### src/tes_pkg.sv
// Shared types and constants for the timed event scheduler.
package tes_pkg;

    localparam int SLOTS = 16;
    localparam int IDX_W = (SLOTS > 1) ? $clog2(SLOTS) : 1;
    localparam int CNT_W = $clog2(SLOTS + 1);

    localparam logic [2:0] K_SCHED    = 3'd0;
    localparam logic [2:0] K_REJECT   = 3'd1;
    localparam logic [2:0] K_START    = 3'd2;
    localparam logic [2:0] K_PROGRESS = 3'd3;
    localparam logic [2:0] K_END      = 3'd4;

    localparam logic MODE_SCHED = 1'b0;
    localparam logic MODE_TICK  = 1'b1;

    // wants bits
    localparam int W_START = 0;
    localparam int W_PROG  = 1;
    localparam int W_END   = 2;

    typedef struct packed {
        logic [15:0] tag;
        logic [2:0]  wants;
        logic [31:0] length;
        logic [31:0] stamp;   // due time in the pending row, start time in the active row
    } t_entry;

    typedef struct packed {
        logic shift;   // take the neighbor's entry
        logic load;    // take a new entry
    } t_cell_ctl;

    typedef enum logic [3:0] {
        S_IDLE,
        S_SCHED,
        S_SCAN,
        S_START,
        S_WALK,
        S_DIV,
        S_PROG,
        S_ENDCHK,
        S_FIN
    } t_state;

endpackage

### src/tes_cell.sv
// One cell of an entry row: holds an entry, takes its neighbor's or a new one.
module tes_cell (
    input  logic              i_clk,
    input  tes_pkg::t_cell_ctl i_ctl,
    input  tes_pkg::t_entry   i_next,
    input  tes_pkg::t_entry   i_new,
    output tes_pkg::t_entry   o_q
);

    tes_pkg::t_entry r_q;

    always_ff @(posedge i_clk) begin
        if (i_ctl.load) begin
            r_q <= i_new;
        end else if (i_ctl.shift) begin
            r_q <= i_next;
        end
    end

    assign o_q = r_q;

endmodule

### config.mk
export PLATFORM = sky130hd
export DESIGN_NAME = tes_cell
export DESIGN_NICKNAME = d
export VERILOG_FILES = /design/src/tes_pkg.sv /design/src/tes_cell.sv
export SDC_FILE = /design/constraint.sdc
export NUM_CORES = 1
export LEC_CHECK = 0
export BUFFER_PORTS_ARGS = -buffer_cell sky130_fd_sc_hd__buf_2
export CAP_MARGIN = 20
export CORE_UTILIZATION = 30
export DETAILED_ROUTE_END_ITERATION = 7
export PLACE_DENSITY = 0.69
export SYNTH_ARGS = -nofsm -noshare
export SYNTH_HDL_FRONTEND = slang
export SYNTH_SLANG_ARGS = --single-unit
### constraint.sdc
create_clock -name i_clk -period 4.5 [get_ports i_clk]
set_clock_uncertainty 0.1 [all_clocks]
set_input_delay 0.225 -clock i_clk [delete_from_list [all_inputs] [get_ports i_clk]]
set_output_delay 0.225 -clock i_clk [all_outputs]
set_load 0.01 [all_outputs]
After elaboration in Yosys (flattened, before gate mapping)
Cells that the tools add are included.
{"block": "totals", "word_cells": 7, "in_bits": 169, "ff_bits": 83}
{"block": "op_classes", "reduce_logical": 1, "mux": 2}
{"op": "$mux 83", "count": 2}
{"op": "$reduce_bool 2->1", "count": 1}

Depth between registers and ports, before layout
Gate-level depths: netlist of run 1.
{"block": "depth", "word_depth": 2, "ltp_mapped": 3, "depth_no_buf": 1}

Worst setup path after synthesis of run 1
No wires, ideal clock.
{"block": "synth_path", "path_type": "input to register", "startpoint": "input i_ctl[0] (netlist bit)", "endpoint": "register r_q (netlist bit o_q[0]) (enable)", "cell_stages": 3, "setup_ps": 406, "t_arrival_ps": 1598, "setup_slack_ps": 2396, "n_path_buf": 2, "path_cell_list": "buf_6 > buf_6 > or2_2"}
{"block": "synth_via", "elab_chain_len": 1}
{"item": "start: declaration", "line_no": "tes_cell.sv:4", "text": "input tes_pkg::t_cell_ctl i_ctl,"}
{"item": "$reduce_bool 2->1 (no source line)"}
{"item": "end signal: assignment", "line_no": "tes_cell.sv:14", "text": "r_q <= i_new;"}
{"item": "end signal: assignment", "line_no": "tes_cell.sv:16", "text": "r_q <= i_next;"}
{"item": "end: declaration", "line_no": "tes_cell.sv:10", "text": "tes_pkg::t_entry r_q;"}
No other way between the ends.
A chain may end at the register's enable or synchronous reset.

Final worst setup path of run 1
{"block": "layout_path", "startpoint": "input i_ctl[0] (netlist bit)", "endpoint": "register r_q (netlist bit o_q[27]) (enable)"}
The elaborated chain is that of the path after synthesis.

==> flow_summary_export.csv, run 1 <==
group,metric,value,unit
clocking,cts_setup_buffers,0,
finish,antenna_cells,0,
worst_setup_path,required,4.42,ns
finish,nets,600,
route,drt_wl_total,8410,um
power,pwr-share-comb,0.166,
placed_design,place_hpwl,6410,um
route,dr.pass1.iters,4,
grt,grt_overflow,0,
yosys,ys_top_cells_by_area,"edfxtp_1 (67%), mux2_4 (24%), mux2_2 (7.2%), buf_6 (2.1%), buf_2 (0.27%)",
yosys,synth_top_family_by_area,"multiplexers",
grt,track_usage,0.130,
job,max_cap_viol_count,0,
status,run_status,"finished, final reports clean",
die,ios,252,
power,pwr-share-clk,0.347,
die,rows,40,
route,ant_nets,0,
die,dieHeight,114,um
timing,setup_ws,2.56,ns
worst_setup_path,critPathCaptureType,"flip-flop",
grt,grt_pass1_wl,12200,um
yosys,syn_inst,176,
yosys,synthTopCellsByCount,"edfxtp_1 (83), mux2_4 (59), mux2_2 (24)",
yosys,synthFlopType,"edfxtp_1",
yosys,ys.warnings.count,0,
hold_path,hp-start,"i_next[32]",
route,num_vias,2517,
yosys,synthXorXnorAreaFrac,0,
grt,grt_max_degree,84,
power,p_seq_frac,0.487,
finish,fillers,1111,
die,start_util,0.309,
clocking,clock_sinks,83,
hold_path,hold_path_depth,2,
route,via_per_inst,4.17,
clocking,clockBufferDepth,2,
timing,fin_crit,1.94,ns
placed_design,place_ws,2.06,ns
power,power_density,368,nW/um^2
yosys,ys_ff_latch,83,
grt,antenna_found_initial,0,
timing,setup_viol,0,
yosys,synth.yosys.seq_area_share,0.666,
yosys,synthDistinctLibCells,6,
yosys,synth_area,3740,sq um
timing,rsz0062_at_grt,"false",
clocking,ctsHoldBuffers,0,
clocking,cts_tree,"built",
clocking,ctsHtreeMaxLevel,3,
yosys,yosysMostFrequentCell,"edfxtp_1",
power,ir_drop,0.147,mV
worst_setup_path,path_class,"in -> reg",
finish,largest_reg_flops,83,
yosys,synthArstFlopShare,0,
yosys,synth_compound_area_frac,0,
timing,fin_crit_sh,0.431,
yosys,synth_area_leader_cell,"edfxtp_1",
yosys,synthSimpleGateAreaFrac,0.00167,
clocking,cts_buffers,9,
power,intPower,1.56,mW
worst_setup_path,cp-start-kind,"primary input",
yosys,synth.net_count,345,
timing,worst_pin_slew,0.789,ns
timing,hold_viol_final,0,
placed_design,portBuffers,251,
yosys,synthAdderAreaFrac,0,
power,leakage,2.57,nW
clocking,root_buffer,"clkbuf_16",
timing,max-slew-margin-rel,0.474,
route,drc_errors,0,
yosys,synth_area_per_cell,21.3,sq um
yosys,synthMuxAreaShare,0.309,
yosys,synth_edf_count,83,
yosys,synth_top_area_share,0.666,
worst_setup_path,arrival,1.86,ns
timing,clock.fmax,0.516,GHz
placed_design,gp_congestion,0.744,
die,die_w,114,um
power,p_switching,0.440,mW
timing,final_max_slew_viol_count,0,
power,switching_share,0.220,
timing,fin_setup_tns,0,ns
die,fp.dieArea,12900,sq um
worst_setup_path,cp_max_fo,52,
clocking,ctsResizeCount,0,
route,wl_per_cell,13.9,um
hold_path,whs_endpoint,"o_q[32]",
route,first_iter_violations,54,
grt,first_global_vias,2532,
die,core,12100,sq um
hold_path,hold_path.class,"in -> reg",
finish,drive_gt1_frac,0.800,
finish,area_growth,45.0,%
clocking,path_clk_slew,0.06,ns
==> placed cells by master, fill, tap and decap left out <==
master,Yosys,routed
buf_2,2,250
edfxtp_1,83,83
mux2_4,59,59
mux2_2,24,24
clkbuf_16,0,9
clkbuf_1,0,2
clkinv_1,0,2
buf_4,0,2
or2_4,0,1
clkinv_2,0,1
bufinv_16,0,1
buf_12,0,1
==> area by class of cell <==
type | instances | area (sq um) | area share
timing repair buffer | 253 | 1290 | 0.237
multi-input combinational | 84 | 1160 | 0.215
tap | 168 | 210 | 0.0387
clock buffer | 11 | 233 | 0.0429
sequential | 83 | 2490 | 0.459
clock inverter | 4 | 42.5 | 0.00784
==> power groups by stage <==
stage / registers, mW / clock network, mW / logic (mW)
floorplan: 1.04 / 0 / 0.118
global placement: 0.988 / 0 / 0.328
detailed placement: 0.991 / 0 / 0.334
CTS: 0.976 / 0.718 / 0.335
global route: 0.980 / 0.747 / 0.357
finish: 0.973 / 0.693 / 0.331
==> cells by family after synthesis <==
logic type	Yosys count
buf+inv	9
mux	83
flops	83
simple gates	1
==> worst max-delay path, cell delays in order <==
cell    delay (ns)
buf_4         0.59
or2_4         0.64
buf_12        0.30
==> routing by layer <==
metal	track usage	up-vias	wire length, um
met3	0.0499	13	904
li1	-	1202	-
met5	0	-	0
met4	0.0798	0	211
met1	0.137	1144	3160
met2	0.220	158	4140
==> through the flow <==
step	util	instance area [sq um]	instances	hold WS (ns)	power [mW]
floorplan	-	3740	176	0.342	1.15
global placement	0.424	5130	587	0.425	1.32
detailed placement	0.424	5130	587	0.428	1.32
CTS	0.447	5410	602	0.0718	2.03
global route	0.448	5430	603	0.0743	2.08
finish	0.448	5430	603	0.0877	2.00
==> worst max path at each step <==
stage / start / endpoint / slack [ns] / cells past startpoint
after CTS: i_ctl[0] / o_q[55] / 2.41 / 2
after global routing: i_ctl[0] / o_q[27] / 2.46 / 3
after floorplan: i_ctl[0] / o_q[0] / 2.40 / 3
after detailed placement: i_ctl[0] / o_q[60] / 2.06 / 2
after global placement: i_ctl[0] / o_q[56] / 2.14 / 2
final: i_ctl[0] / o_q[27] / 2.56 / 3
No activity file was read; power rests on OpenSTA's default activity.
==> run 2, diff against run 1 <==
PLACE_DENSITY = 0.71   (was 0.69)
clock period = 1.7 ns   (was 4.5 ns; I/O delays follow)
==> flow_summary_export.csv, run 2 <==
group,metric,value,unit
yosys,ys.warnings.count,0,
yosys,synth_top_area_share,0.666,
yosys,synthDistinctLibCells,6,
yosys,syn_inst,176,
clocking,ctsHtreeMaxLevel,3,
die,rows,40,
yosys,synthTopCellsByCount,"edfxtp_1 (83), mux2_4 (59), mux2_2 (24)",
die,start_util,0.309,
yosys,synthFlopType,"edfxtp_1",
status,first-error,"[ERROR RSZ-0060] Max buffer count reached.",
clocking,clockBufferDepth,2,
yosys,synth_area,3740,sq um
placed_design,portBuffers,251,
status,lastStage,"clock tree synthesis",
placed_design,place_hpwl,6590,um
status,run_status,"stopped before the end",
yosys,synthArstFlopShare,0,
yosys,synth_area_leader_cell,"edfxtp_1",
clocking,root_buffer,"clkbuf_16",
yosys,yosysMostFrequentCell,"edfxtp_1",
clocking,cts_setup_buffers,0,
clocking,cts_buffers,9,
yosys,synth_edf_count,83,
placed_design,gp_congestion,0.754,
die,ios,252,
die,die_w,114,um
yosys,synth_area_per_cell,21.3,sq um
die,dieHeight,114,um
clocking,clock_sinks,83,
clocking,ctsHoldBuffers,122,
yosys,ys_top_cells_by_area,"edfxtp_1 (67%), mux2_4 (24%), mux2_2 (7.2%), buf_6 (2.1%), buf_2 (0.27%)",
yosys,ys_ff_latch,83,
yosys,synth.yosys.seq_area_share,0.666,
yosys,synth.net_count,345,
clocking,ctsResizeCount,0,
run 2: stage by stage:
step                      area [sq um]  utilization  cells  hold WS, ns  setup WS (ns)
after global placement            5210        0.430    591        0.285          0.355
after detailed placement          5210        0.430    591        0.288          0.320
after floorplan                   3750            -    176        0.202          0.146
run 2: cell families after synthesis:
family	share of synthesized area
buffers and inverters	0.0237
DFF	0.666
muxes	0.309
and+or+nand+nor	0.00167
==> run 3, diff against run 2 <==
CORE_UTILIZATION = 20   (was 30)
PLACE_DENSITY = unset   (was 0.71)
PLACE_DENSITY_LB_ADDON = 0.15   (was unset)
clock period = 2.2 ns   (was 1.7 ns; I/O delays follow)
==> flow_summary_export.csv, run 3 <==
group,metric,value,unit
clocking,ctsHoldBuffers,134,
placed_design,portBuffers,251,
placed_design,gp_congestion,0.685,
clocking,clockBufferDepth,2,
yosys,synth_edf_count,83,
yosys,yosysMostFrequentCell,"edfxtp_1",
yosys,synth.yosys.seq_area_share,0.666,
yosys,synthDistinctLibCells,6,
die,rows,49,
yosys,synthTopCellsByCount,"edfxtp_1 (83), mux2_4 (59), mux2_2 (24)",
yosys,synth_area_per_cell,21.3,sq um
die,die_w,139,um
yosys,ys_ff_latch,83,
die,dieHeight,139,um
yosys,ys.warnings.count,0,
yosys,synth_area_leader_cell,"edfxtp_1",
clocking,clock_sinks,83,
yosys,synthArstFlopShare,0,
clocking,ctsHtreeMaxLevel,3,
die,start_util,0.206,
status,first-error,"[ERROR RSZ-0060] Max buffer count reached.",
yosys,synth_top_area_share,0.666,
clocking,root_buffer,"clkbuf_16",
yosys,syn_inst,176,
yosys,synthFlopType,"edfxtp_1",
status,lastStage,"clock tree synthesis",
status,run_status,"stopped before the end",
yosys,ys_top_cells_by_area,"edfxtp_1 (67%), mux2_4 (24%), mux2_2 (7.2%), buf_6 (2.1%), buf_2 (0.27%)",
yosys,synth.net_count,345,
clocking,cts_setup_buffers,0,
die,ios,252,
clocking,ctsResizeCount,0,
clocking,cts_buffers,9,
placed_design,place_ws,0.712,ns
yosys,synth_area,3740,sq um
placed_design,place_hpwl,6910,um
## run 3: cell counts after synthesis
No cell type changed its count.
## run 3: cells by family after synthesis
family | after synthesis | synth area share
buffers and inverters | 9 | 0.0237
flip-flops | 83 | 0.666
multiplexers | 83 | 0.309
AND/OR/NAND/NOR | 1 | 0.00167
## run 3: metrics by stage
step | cells | area [sq um]
3_5_place_dp | 651 | 5270
3_3_place_gp | 651 | 5270
2_1_floorplan | 176 | 3740
