==> src/tes_div.sv <==
// Iterative divider for the Q4.12 progress fraction, saturating at all ones.
module tes_div (
    input  logic        i_clk,
    input  logic        i_rst_n,
    input  logic        i_start,
    input  logic [31:0] i_diff,
    input  logic [31:0] i_len,
    output logic        o_done,
    output logic [15:0] o_quot
);

    logic        r_busy;
    logic [4:0]  r_cnt;
    logic [32:0] r_rem;
    logic [15:0] r_low;
    logic [15:0] r_q;
    logic [31:0] r_len;
    logic        sat;
    logic [32:0] trial;
    logic        fits;

    // quotient overflows 16 bits exactly when diff >= 16 * len
    assign sat   = ({4'b0, i_diff} >= {i_len, 4'b0});
    assign trial = {r_rem[31:0], r_low[15]};
    assign fits  = (trial >= {1'b0, r_len});
    assign o_done = r_busy && (r_cnt == 5'd0);
    assign o_quot = r_q;

    always_ff @(posedge i_clk) begin
        if (!i_rst_n) begin
            r_busy <= 1'b0;
            r_cnt  <= 5'd0;
        end else if (i_start) begin
            r_busy <= 1'b1;
            r_cnt  <= sat ? 5'd0 : 5'd16;
        end else if (o_done) begin
            r_busy <= 1'b0;
        end else if (r_busy) begin
            r_cnt <= r_cnt - 5'd1;
        end
    end

    always_ff @(posedge i_clk) begin
        if (i_start) begin
            r_len <= i_len;
            r_rem <= {5'b0, i_diff[31:4]};
            r_low <= {i_diff[3:0], 12'b0};
            r_q   <= sat ? 16'hFFFF : 16'h0;
        end else if (r_busy && r_cnt != 5'd0) begin
            r_rem <= fits ? (trial - {1'b0, r_len}) : trial;
            r_low <= {r_low[14:0], 1'b0};
            r_q   <= {r_q[14:0], fits};
        end
    end

endmodule
==> config.mk <==
export PLATFORM = sky130hd
export DESIGN_NAME = tes_div
export DESIGN_NICKNAME = d
export VERILOG_FILES = /design/src/tes_div.sv
export SDC_FILE = /design/constraint.sdc
export NUM_CORES = 1
export LEC_CHECK = 0
export BUFFER_PORTS_ARGS = -buffer_cell sky130_fd_sc_hd__buf_2
export CAP_MARGIN = 10
export CORE_MARGIN = 5
export CORE_UTILIZATION = 54
export DETAILED_ROUTE_END_ITERATION = 12
export GPL_TIMING_DRIVEN = 0
export PLACE_DENSITY = 0.89
export SYNTH_ARGS = -nofsm -noshare
export SYNTH_HDL_FRONTEND = slang
export SYNTH_SLANG_ARGS = --single-unit
export TNS_END_PERCENT = 5
==> constraint.sdc <==
create_clock -name i_clk -period 2.9 [get_ports i_clk]
set_input_delay 0.58 -clock i_clk [delete_from_list [all_inputs] [get_ports i_clk]]
set_output_delay 0.58 -clock i_clk [all_outputs]
set_load 0.01 [all_outputs]
# Word-level counts from Yosys, hierarchy flattened
# Cells that the tools add are included.
[word_totals] register_bits=90 latchBits=0 ramBits=0 rom_bits=0 input_bits=67 out_inout_bits=17 wordCells=34 memories=0
[classes] add_sub_neg=2 mul=0 div_mod_pow=0 magnitude_cmp=2 n_eq_ne=1 shifts=0 muxes=14 bitwise_logic=0 n_reduce_logical=8
[op_table] cell="2-to-1 mux 16 bit" n=5
[op_table] cell="2-to-1 mux 28 bit" n=2
[op_table] cell=">= comparator 32 x 36 -> 1 bit" n=1
[op_table] cell=">= comparator 33 x 32 -> 1 bit" n=1
[op_table] cell="2-to-1 mux 32 bit" n=1
[op_table] cell="subtractor 32 bit" n=1
[op_table] cell="2-to-1 mux 5 bit" n=4
[op_table] cell="nonzero test 2 bit" n=3
[op_table] cell="zero test 5 bit" n=1
[op_table] cell="nonzero test 5 bit" n=1
[op_table] cell="subtractor 5 x 1 -> 5 bit, second input constant" n=1
[op_table] cell="logical AND 1 bit" n=2
[op_table] cell="2-to-1 mux 1 bit" n=2
[op_table] cell="inequality test 2 bit, second input constant" n=1
[op_table] cell="AND reduction 2 bit" n=1

# Longest topological paths before layout
# Gate-level depths: netlist (run 1).
[logic_depth] ltp_word=4 mapped_depth=13 ltp_nobuf=13

# Worst setup path before layout (run 1)
# OpenSTA, ideal clock, no wires.
[synth_path] path_kind="register to register" start="reg r_low[15]" end="reg r_rem[24] (data pin)" setup_ns=0.276 t_arrival_ns=2.623 t_required_ns=2.624 setup_slack_ns=0.001 path_stages_with_launch=13 n_path_buf=0 period_less_slack_ns=2.899 path_cell_list="edfxtp_1 -> inv_1 -> ha_1 -> inv_1 -> fa_1 -> a21o_1 -> a221oi_2 -> o21ai_1 -> a31oi_2 -> o21bai_1 -> a2111oi_2 -> xor2_1 -> o311ai_1"
[synth_via] elab_chain_len=4 word_cells_on_any_way=5 classes_between="add/sub: 1; order compare: 1; mux: 3"
[synth_lines] item="start, declared" line_no="15" rtl="logic [15:0] r_low;"
[synth_lines] item="start signal, assigned" line_no="47" rtl="r_low <= {i_diff[3:0], 12'b0};"
[synth_lines] item="start signal, assigned" line_no="51" rtl="r_low <= {r_low[14:0], 1'b0};"
[synth_lines] item="subtractor 32 bit or >= comparator 33 x 32 -> 1 bit (tied branches)" line_no="50, 25"
[synth_lines] item="2-to-1 mux 32 bit *" line_no="50" rtl="r_rem <= fits ? (trial - {1'b0, r_len}) : trial;"
[synth_lines] item="2-to-1 mux 28 bit *" line_no="49" rtl="end else if (r_busy && r_cnt != 5'd0) begin"
[synth_lines] item="2-to-1 mux 28 bit *" line_no="44" rtl="if (i_start) begin"
[synth_lines] item="end signal, assigned" line_no="46" rtl="r_rem <= {5'b0, i_diff[31:4]};"
[synth_lines] item="end signal, assigned" line_no="50"
[synth_lines] item="end, declared" line_no="14" rtl="logic [32:0] r_rem;"
# Mark *: on every way between the ends. The rest lies on a longest branch, timed or not. The select of a mux whose other input is x is not followed.
# A chain may end at the register's enable or synchronous reset.

# Worst setup path after layout (run 1)
[layout_path] start="reg r_rem[0]" end="reg r_rem[16] (data pin)"
[layout_via] elab_chain_len=4 word_cells_on_any_way=5 classes_between="add/sub: 1; order compare: 1; mux: 3"
[layout_lines] item="subtractor 32 bit or >= comparator 33 x 32 -> 1 bit (tied branches)" line_no="50, 25"
[layout_lines] item="2-to-1 mux 32 bit *" line_no="50"
[layout_lines] item="2-to-1 mux 28 bit *" line_no="49"
[layout_lines] item="2-to-1 mux 28 bit *" line_no="44"
# Marked as above.

==> metrics.yaml, run 1 <==
syn2layout_area_growth_pct: 19.4
ctsHoldBuffers: 0
required_ns: 2.98
dp_hpwl_um: 12100
clk_pin_slew_ns: 0.07
yosysSeqAreaShare_pct: 39.5
ir_worst_vdd_mv: 0.338
critPathKind: "flop to flop"
critPathLaunchType: "flop"
clockBufferDepth: 2
antenna_found_initial: 0
utilization_pct: 65.5
first_pass_iters: 5
cap_violations: 0
gp_congestion: 0.940
worst_slew_pin_slew_ns: 1.09
finalHoldWorstSlack_ns: 0.411
worstPathMaxFanout: 10
fillers: 893
totalWireLength_um: 17000
drtIter0Drc: 430
grt_pass1_wl_um: 27000
die_area_mm2: 0.0145
rows: 40
grt_overflow: 0
grt_pass1_vias: 5579
p_leak_nw: 3.52
slew_headroom_pct: 27.1
hold_path.class: "input port to flop"
die_w_um: 120
insertion_delay_ns: 0.36
diodes: 0
grt_max_degree: 50
setup_slack_ns: -0.149
status: "complete, but fails checks"
ys_warn_count: 0
min_period_ns: 3.05
powerDensity_mw_per_mm2: 618
pin_count: 84
layout.area.seq_mm2: 0.00260
rsz0062_at_grt: "true"
viasPerCell: 5.95
ant_nets: 0
skew_ns: 0.0104
cp.arrival_ns: 3.13
finalMaxSlewViolations: 0
synth-seq-cells: 90
cts_tree: "yes"
wl_per_cell_um: 18.0
grt_usage_pct: 23.4
syn_nets: 814
start_util_pct: 54.9
hold_violations: 0
fin_nets: 919
synth.distinct_cells: 73
finalCritPeriodShare_pct: 105
numCtsBuffers: 9
avgSynthCellArea_um2: 9.63
h-tree-depth: 3
via_count: 5602
die_h_um: 120
clock_sinks: 90
synthesis.instances: 684
crit_path_end_kind: "flop"
drive_gt1_share_pct: 25.1
multi_input_area_mm2: 0.00367
fin_cells: 941
synth_area_mm2: 0.00659
fmax_mhz: 328
root_buffer: "clkbuf_16"
violations: "negative setup slack"
coreArea_mm2: 0.0120
async_reset_ff_share_pct: 0
synth_edf_count: 80
synth_flop_cell: "edfxtp_1"
dp.cells: 914
io_buffers: 83
setup_viol: 29
route.detailed.drc: 0
## flip-flops by register name, summed over array words and instances (netlist names)
signal and count:
r_len 32, r_rem 32, o_quot 16, r_cnt 5
r_low 4, r_busy 1
## final timing paths
| path | startpoint | end | slack (ns) | cells past startpoint |
|---|---|---|---|---|
| max | r_rem[0]$_DFFE_PP_ | r_rem[16]$_DFFE_PP_ | -0.15 | 11 |
| min | i_len[2] | r_len[2]$_DFFE_PP_ | 0.41 | 1 |
| max reg2reg | r_rem[0]$_DFFE_PP_ | r_rem[16]$_DFFE_PP_ | -0.15 | 11 |
| min reg2reg | r_cnt[1]$_SDFFE_PN0P_ | r_cnt[1]$_SDFFE_PN0P_ | 0.52 | 2 |
## cell type report
type | instances | area share, %
multi-input combinational | 465 | 46.6
sequential | 90 | 33.1
timing repair buffer | 97 | 6.77
inverter | 97 | 4.63
clock buffer | 9 | 2.86
buffer | 29 | 2.72
tap | 147 | 2.34
clock inverter | 7 | 1.05
## report_power, final
part | switching, W | internal (W)
logic | 0.00110 | 0.000858
registers | 0.0000831 | 0.00159
clock network | 0.000550 | 0.000684
total | 0.00173 | 0.00313
## placed cells by master (no fill, tap or decap), types with 13 or more instances in the layout
cell and n:
xnor2_1 18, buf_4 14, a21o_1 24, o21ai_0 27
edfxtp_1 80, a21oi_1 58, buf_2 88, ha_1 52
nor2_1 43, nand4_1 13, inv_1 97, nand2_1 42
a211oi_2 15
## timing repair
action | 4_1_cts | 5_1_grt
endpoints found under the setup margin | 42 | 43
buffers inserted | 10 | 3
resized for setup | 28 | 20
pin swaps | 22 | 14
## logic make-up (layout without fill, tap and decap cells)
group | count (synthesis) | count (layout) | synth area share (%)
AO/OA/AOI/OAI | 195 | 195 | 21.4
XOR/XNOR | 30 | 30 | 3.99
adder cells (fa/ha/maj) | 63 | 63 | 12.1
buffers and inverters | 129 | 239 | 8.32
flip-flops | 90 | 90 | 39.5
multiplexers | 15 | 15 | 2.41
AND/OR/NAND/NOR | 162 | 162 | 12.3
## cell usage after synthesis, types with 8 or more instances
library cell  count  area [um2]
a21oi_1          60         300
nand2_1          42         158
nand2b_1          8        50.1
o21ai_1          15        75.1
ha_1             62         776
nand4_1          13        81.3
clkbuf_1         16        60.1
dfxtp_1          10         200
o21ai_0          29         145
a211oi_2         15         188
a21o_1           24         180
xor2_1           12         105
nor2_1           43         161
mux2i_1           8        80.1
edfxtp_1         80        2400
inv_1            97         364
nand3_1          10        50.1
xnor2_1          18         158
nor3_1           11        55.1
## worst max-delay path, cell delays in order (launching register included)
cell      delay [ns]
edfxtp_1        0.46
ha_4            0.30
nand2b_1        0.08
a211o_1         0.34
a211oi_2        0.28
o31a_2          0.21
o41ai_4         0.10
o311a_4         0.36
buf_12          0.17
buf_12          0.15
a211oi_4        0.24
a21oi_1         0.07
## per-stage QoR
stage          setup TNS, ns  power [W]  area, um2  setup WS (ns)
6_report               -2.13    0.00486       7870         -0.149
5_1_grt                -4.59    0.00509       7870         -0.197
4_1_cts                -1.75    0.00474       7750         -0.110
3_5_place_dp          -18.99    0.00338       7190         -0.556
3_3_place_gp          -16.03    0.00334       7190         -0.508
2_1_floorplan              0    0.00297       6590       0.000821
## routing by layer
layer	vias to the layer above	routed length (um)	track usage [%]
met5	-	0	0
met2	243	8470	41.3
met3	40	1210	3.37
met1	2661	6850	29.1
li1	2658	-	-
met4	0	425	8.14
Note: power is estimated with default switching activity, not from simulation.
==> run 2, diff against run 1 <==
--- a/config.mk
+++ b/config.mk
@@ -10,7 +10,6 @@
 export CORE_MARGIN = 5
 export CORE_UTILIZATION = 54
 export DETAILED_ROUTE_END_ITERATION = 12
-export GPL_TIMING_DRIVEN = 0
 export PLACE_DENSITY = 0.89
 export SYNTH_ARGS = -nofsm -noshare
 export SYNTH_HDL_FRONTEND = slang
==> run 2 against run 1 <==
The run still ends with negative setup slack left. Flip-flop and latch count unchanged. Die area unchanged. Worst hold slack improved by 0.0074 ns. Utilization increased by 3.4 points. Clock power about the same. Count of clock-buffer cells in the layout increased by 1. Critical endpoint is now r_rem[24]$_DFFE_PP_. Highest routed layer unchanged.
==> metrics.yaml, run 2 (same netlist as run 1, synthesis figures left out) <==
viasPerCell: 6.09  # was 5.95
dp_hpwl_um: 11600  # was 12,100 um
p_int_w: 0.00335  # was 0.00313 W
wl_per_cell_um: 19.4  # was 18.0 um
grt_max_degree: 100  # was 50
swShare_pct: 35.9  # was 35.6%
grt_usage_pct: 25.3  # was 23.4%
p_sw_w: 0.00188  # was 0.00173 W
cp.arrival_ns: 3.18  # was 3.13 ns
fin_nets: 947  # was 919
grt_pass1_wl_um: 29400  # was 27,000 um
grt_pass1_vias: 5911  # was 5,579
hold_path.class: "input port to flop"  # unchanged
required_ns: 2.98  # about the same
die_area_mm2: 0.0145  # unchanged
p_leak_nw: 3.72  # was 3.52 nW
grt_overflow: 0  # unchanged
rsz0062_at_grt: "true"  # unchanged
h-tree-depth: 3  # unchanged
gp_congestion: 0.915  # was 0.940
status: "complete, but fails checks"  # unchanged
pin_count: 84  # unchanged
clk_pin_slew_ns: 0.07  # about the same
power.share.sequential_pct: 32.3  # was 34.4%
coreArea_mm2: 0.0120  # unchanged
cap_violations: 0  # unchanged
via_count: 5906  # was 5,602
drtIter0Drc: 632  # was 430
numCtsBuffers: 9  # unchanged
finalMaxSlewViolations: 0  # unchanged
power_frac_comb_pct: 44.8  # was 40.2%
totalWireLength_um: 18800  # was 17,000 um
power.share.clock_pct: 22.9  # was 25.4%
crit_path_end_kind: "flop"  # unchanged
die_h_um: 120  # unchanged
violations: "negative setup slack"  # unchanged
io_buffers: 83  # unchanged
setup_viol: 30  # was 29
route.detailed.drc: 0  # unchanged
drive_gt1_share_pct: 31.1  # was 25.1%
first_pass_iters: 8  # was 5
ant_nets: 0  # unchanged
setup_slack_ns: -0.205  # was -0.149 ns
critPathKind: "flop to flop"  # unchanged
finalCritPeriodShare_pct: 107  # was 105%
cts_tree: "yes"  # unchanged
clock_sinks: 90  # unchanged
skew_ns: 0.0119  # was 0.0104 ns
ir_worst_vdd_mv: 0.380  # was 0.338 mV
hold_violations: 0  # unchanged
utilization_pct: 68.9  # was 65.5%
insertion_delay_ns: 0.35  # was 0.36 ns
ctsHoldBuffers: 0  # unchanged
fmax_mhz: 322  # was 328 MHz
pre_cts_slack_ns: -0.176  # was -0.556 ns
slew_headroom_pct: 53.8  # was 27.1%
rows: 40  # unchanged
syn2layout_area_growth_pct: 25.7  # was 19.4%
antenna_found_initial: 0  # unchanged
clockBufferDepth: 2  # unchanged
fillers: 795  # was 893
start_util_pct: 54.9  # unchanged
fin_total_pwr_w: 0.00523  # was 0.00486 W
critPathLaunchType: "flop"  # unchanged
root_buffer: "clkbuf_16"  # unchanged
min_period_ns: 3.11  # was 3.05 ns
layout_common_cells: "94 x inv_1, 82 x buf_2, 80 x edfxtp_1, 62 x buf_4, 52 x a21oi_1"  # was 97 x inv_1, 88 x buf_2, 80 x edfxtp_1, 58 x a21oi_1, 52 x ha_1
finalHoldWorstSlack_ns: 0.418  # was 0.411 ns
worst_slew_pin_slew_ns: 0.694  # was 1.09 ns
die_w_um: 120  # unchanged
layout_commonest_cell: "inv_1"  # unchanged
powerDensity_mw_per_mm2: 632  # was 618 mW/mm2
worstPathMaxFanout: 2  # was 10
diodes: 0  # unchanged
## run 2: changes by cell type in the layout (fill, tap and decap cells not counted), moves of 3 or more
cell and delta:
a21oi_1 -6, a21oi_2 +7, buf_2 -6, buf_4 +48
clkbuf_1 -11, ha_1 -5, ha_4 +5, inv_1 -3
inv_2 +3, nand2_1 -3, o21ai_2 -3
## run 2: worst max-delay path: stages, from the launching register on
cell	delay (ns)
edfxtp_1	0.41
inv_1	0.09
ha_2	0.18
inv_2	0.06
fa_2	0.43
a21o_1	0.22
a221oi_4	0.28
o21ai_1	0.16
a31oi_2	0.19
o21bai_1	0.13
a2111oi_2	0.41
xor2_1	0.19
o311ai_1	0.09
## run 2: metrics by stage
step                instances  setup TNS [ns]  area (um2)
floorplan                 684               0        6590
global placement          930           -1.80        7420
detailed placement        930           -2.67        7420
CTS                       965          -0.438        8160
global route              969           -5.08        8280
finish                    969           -2.62        8280
## run 2: final cells by class
cell class              count  area [um2]  area share, %
multi-input cells         465        3780           45.6
flip-flops and latches     90        2600           31.4
repair buffers            154        1060           12.8
inverters                  97         364           4.40
clock buffers              10         229           2.76
well taps                 147         184           2.22
clock inverters             6        66.3          0.801
## run 2: repair_timing
item | 4_1_cts | 5_1_grt
pin swaps | 24 | 17
setup buffers | 18 | 4
resized for setup | 45 | 16
cloned | 1 | 0
setup endpoints to repair | 26 | 33
## run 2: metal layers
metal | global-route usage [%] | up-vias | share of wire [%]
met5 | 0 | - | 0
met4 | 12.8 | 0 | 4.8
met3 | 4.68 | 86 | 7.7
met2 | 42.4 | 333 | 49
met1 | 31.2 | 2772 | 39
li1 | - | 2715 | -
## run 2: power groups by stage
stage	logic (W)	registers, W	clock network [W]
after detailed placement	0.00184	0.00169	0
after floorplan	0.00128	0.00168	0
after global placement	0.00178	0.00168	0
after global routing	0.00249	0.00170	0.00124
final	0.00235	0.00169	0.00120
after CTS	0.00214	0.00168	0.00120
## run 2: path summary, 6_finish.rpt
check                                      startpoint                    end  slack (ns)  depth (start not counted)
worst min-delay path                        i_len[19]    r_len[19]$_DFFE_PP_        0.42                          1
worst max-delay path              r_low[15]$_DFFE_PP_    r_rem[24]$_DFFE_PP_       -0.21                         12
worst min register to register  r_cnt[1]$_SDFFE_PN0P_  r_cnt[1]$_SDFFE_PN0P_        0.52                          2
worst max register to register    r_low[15]$_DFFE_PP_    r_rem[24]$_DFFE_PP_       -0.21                         12
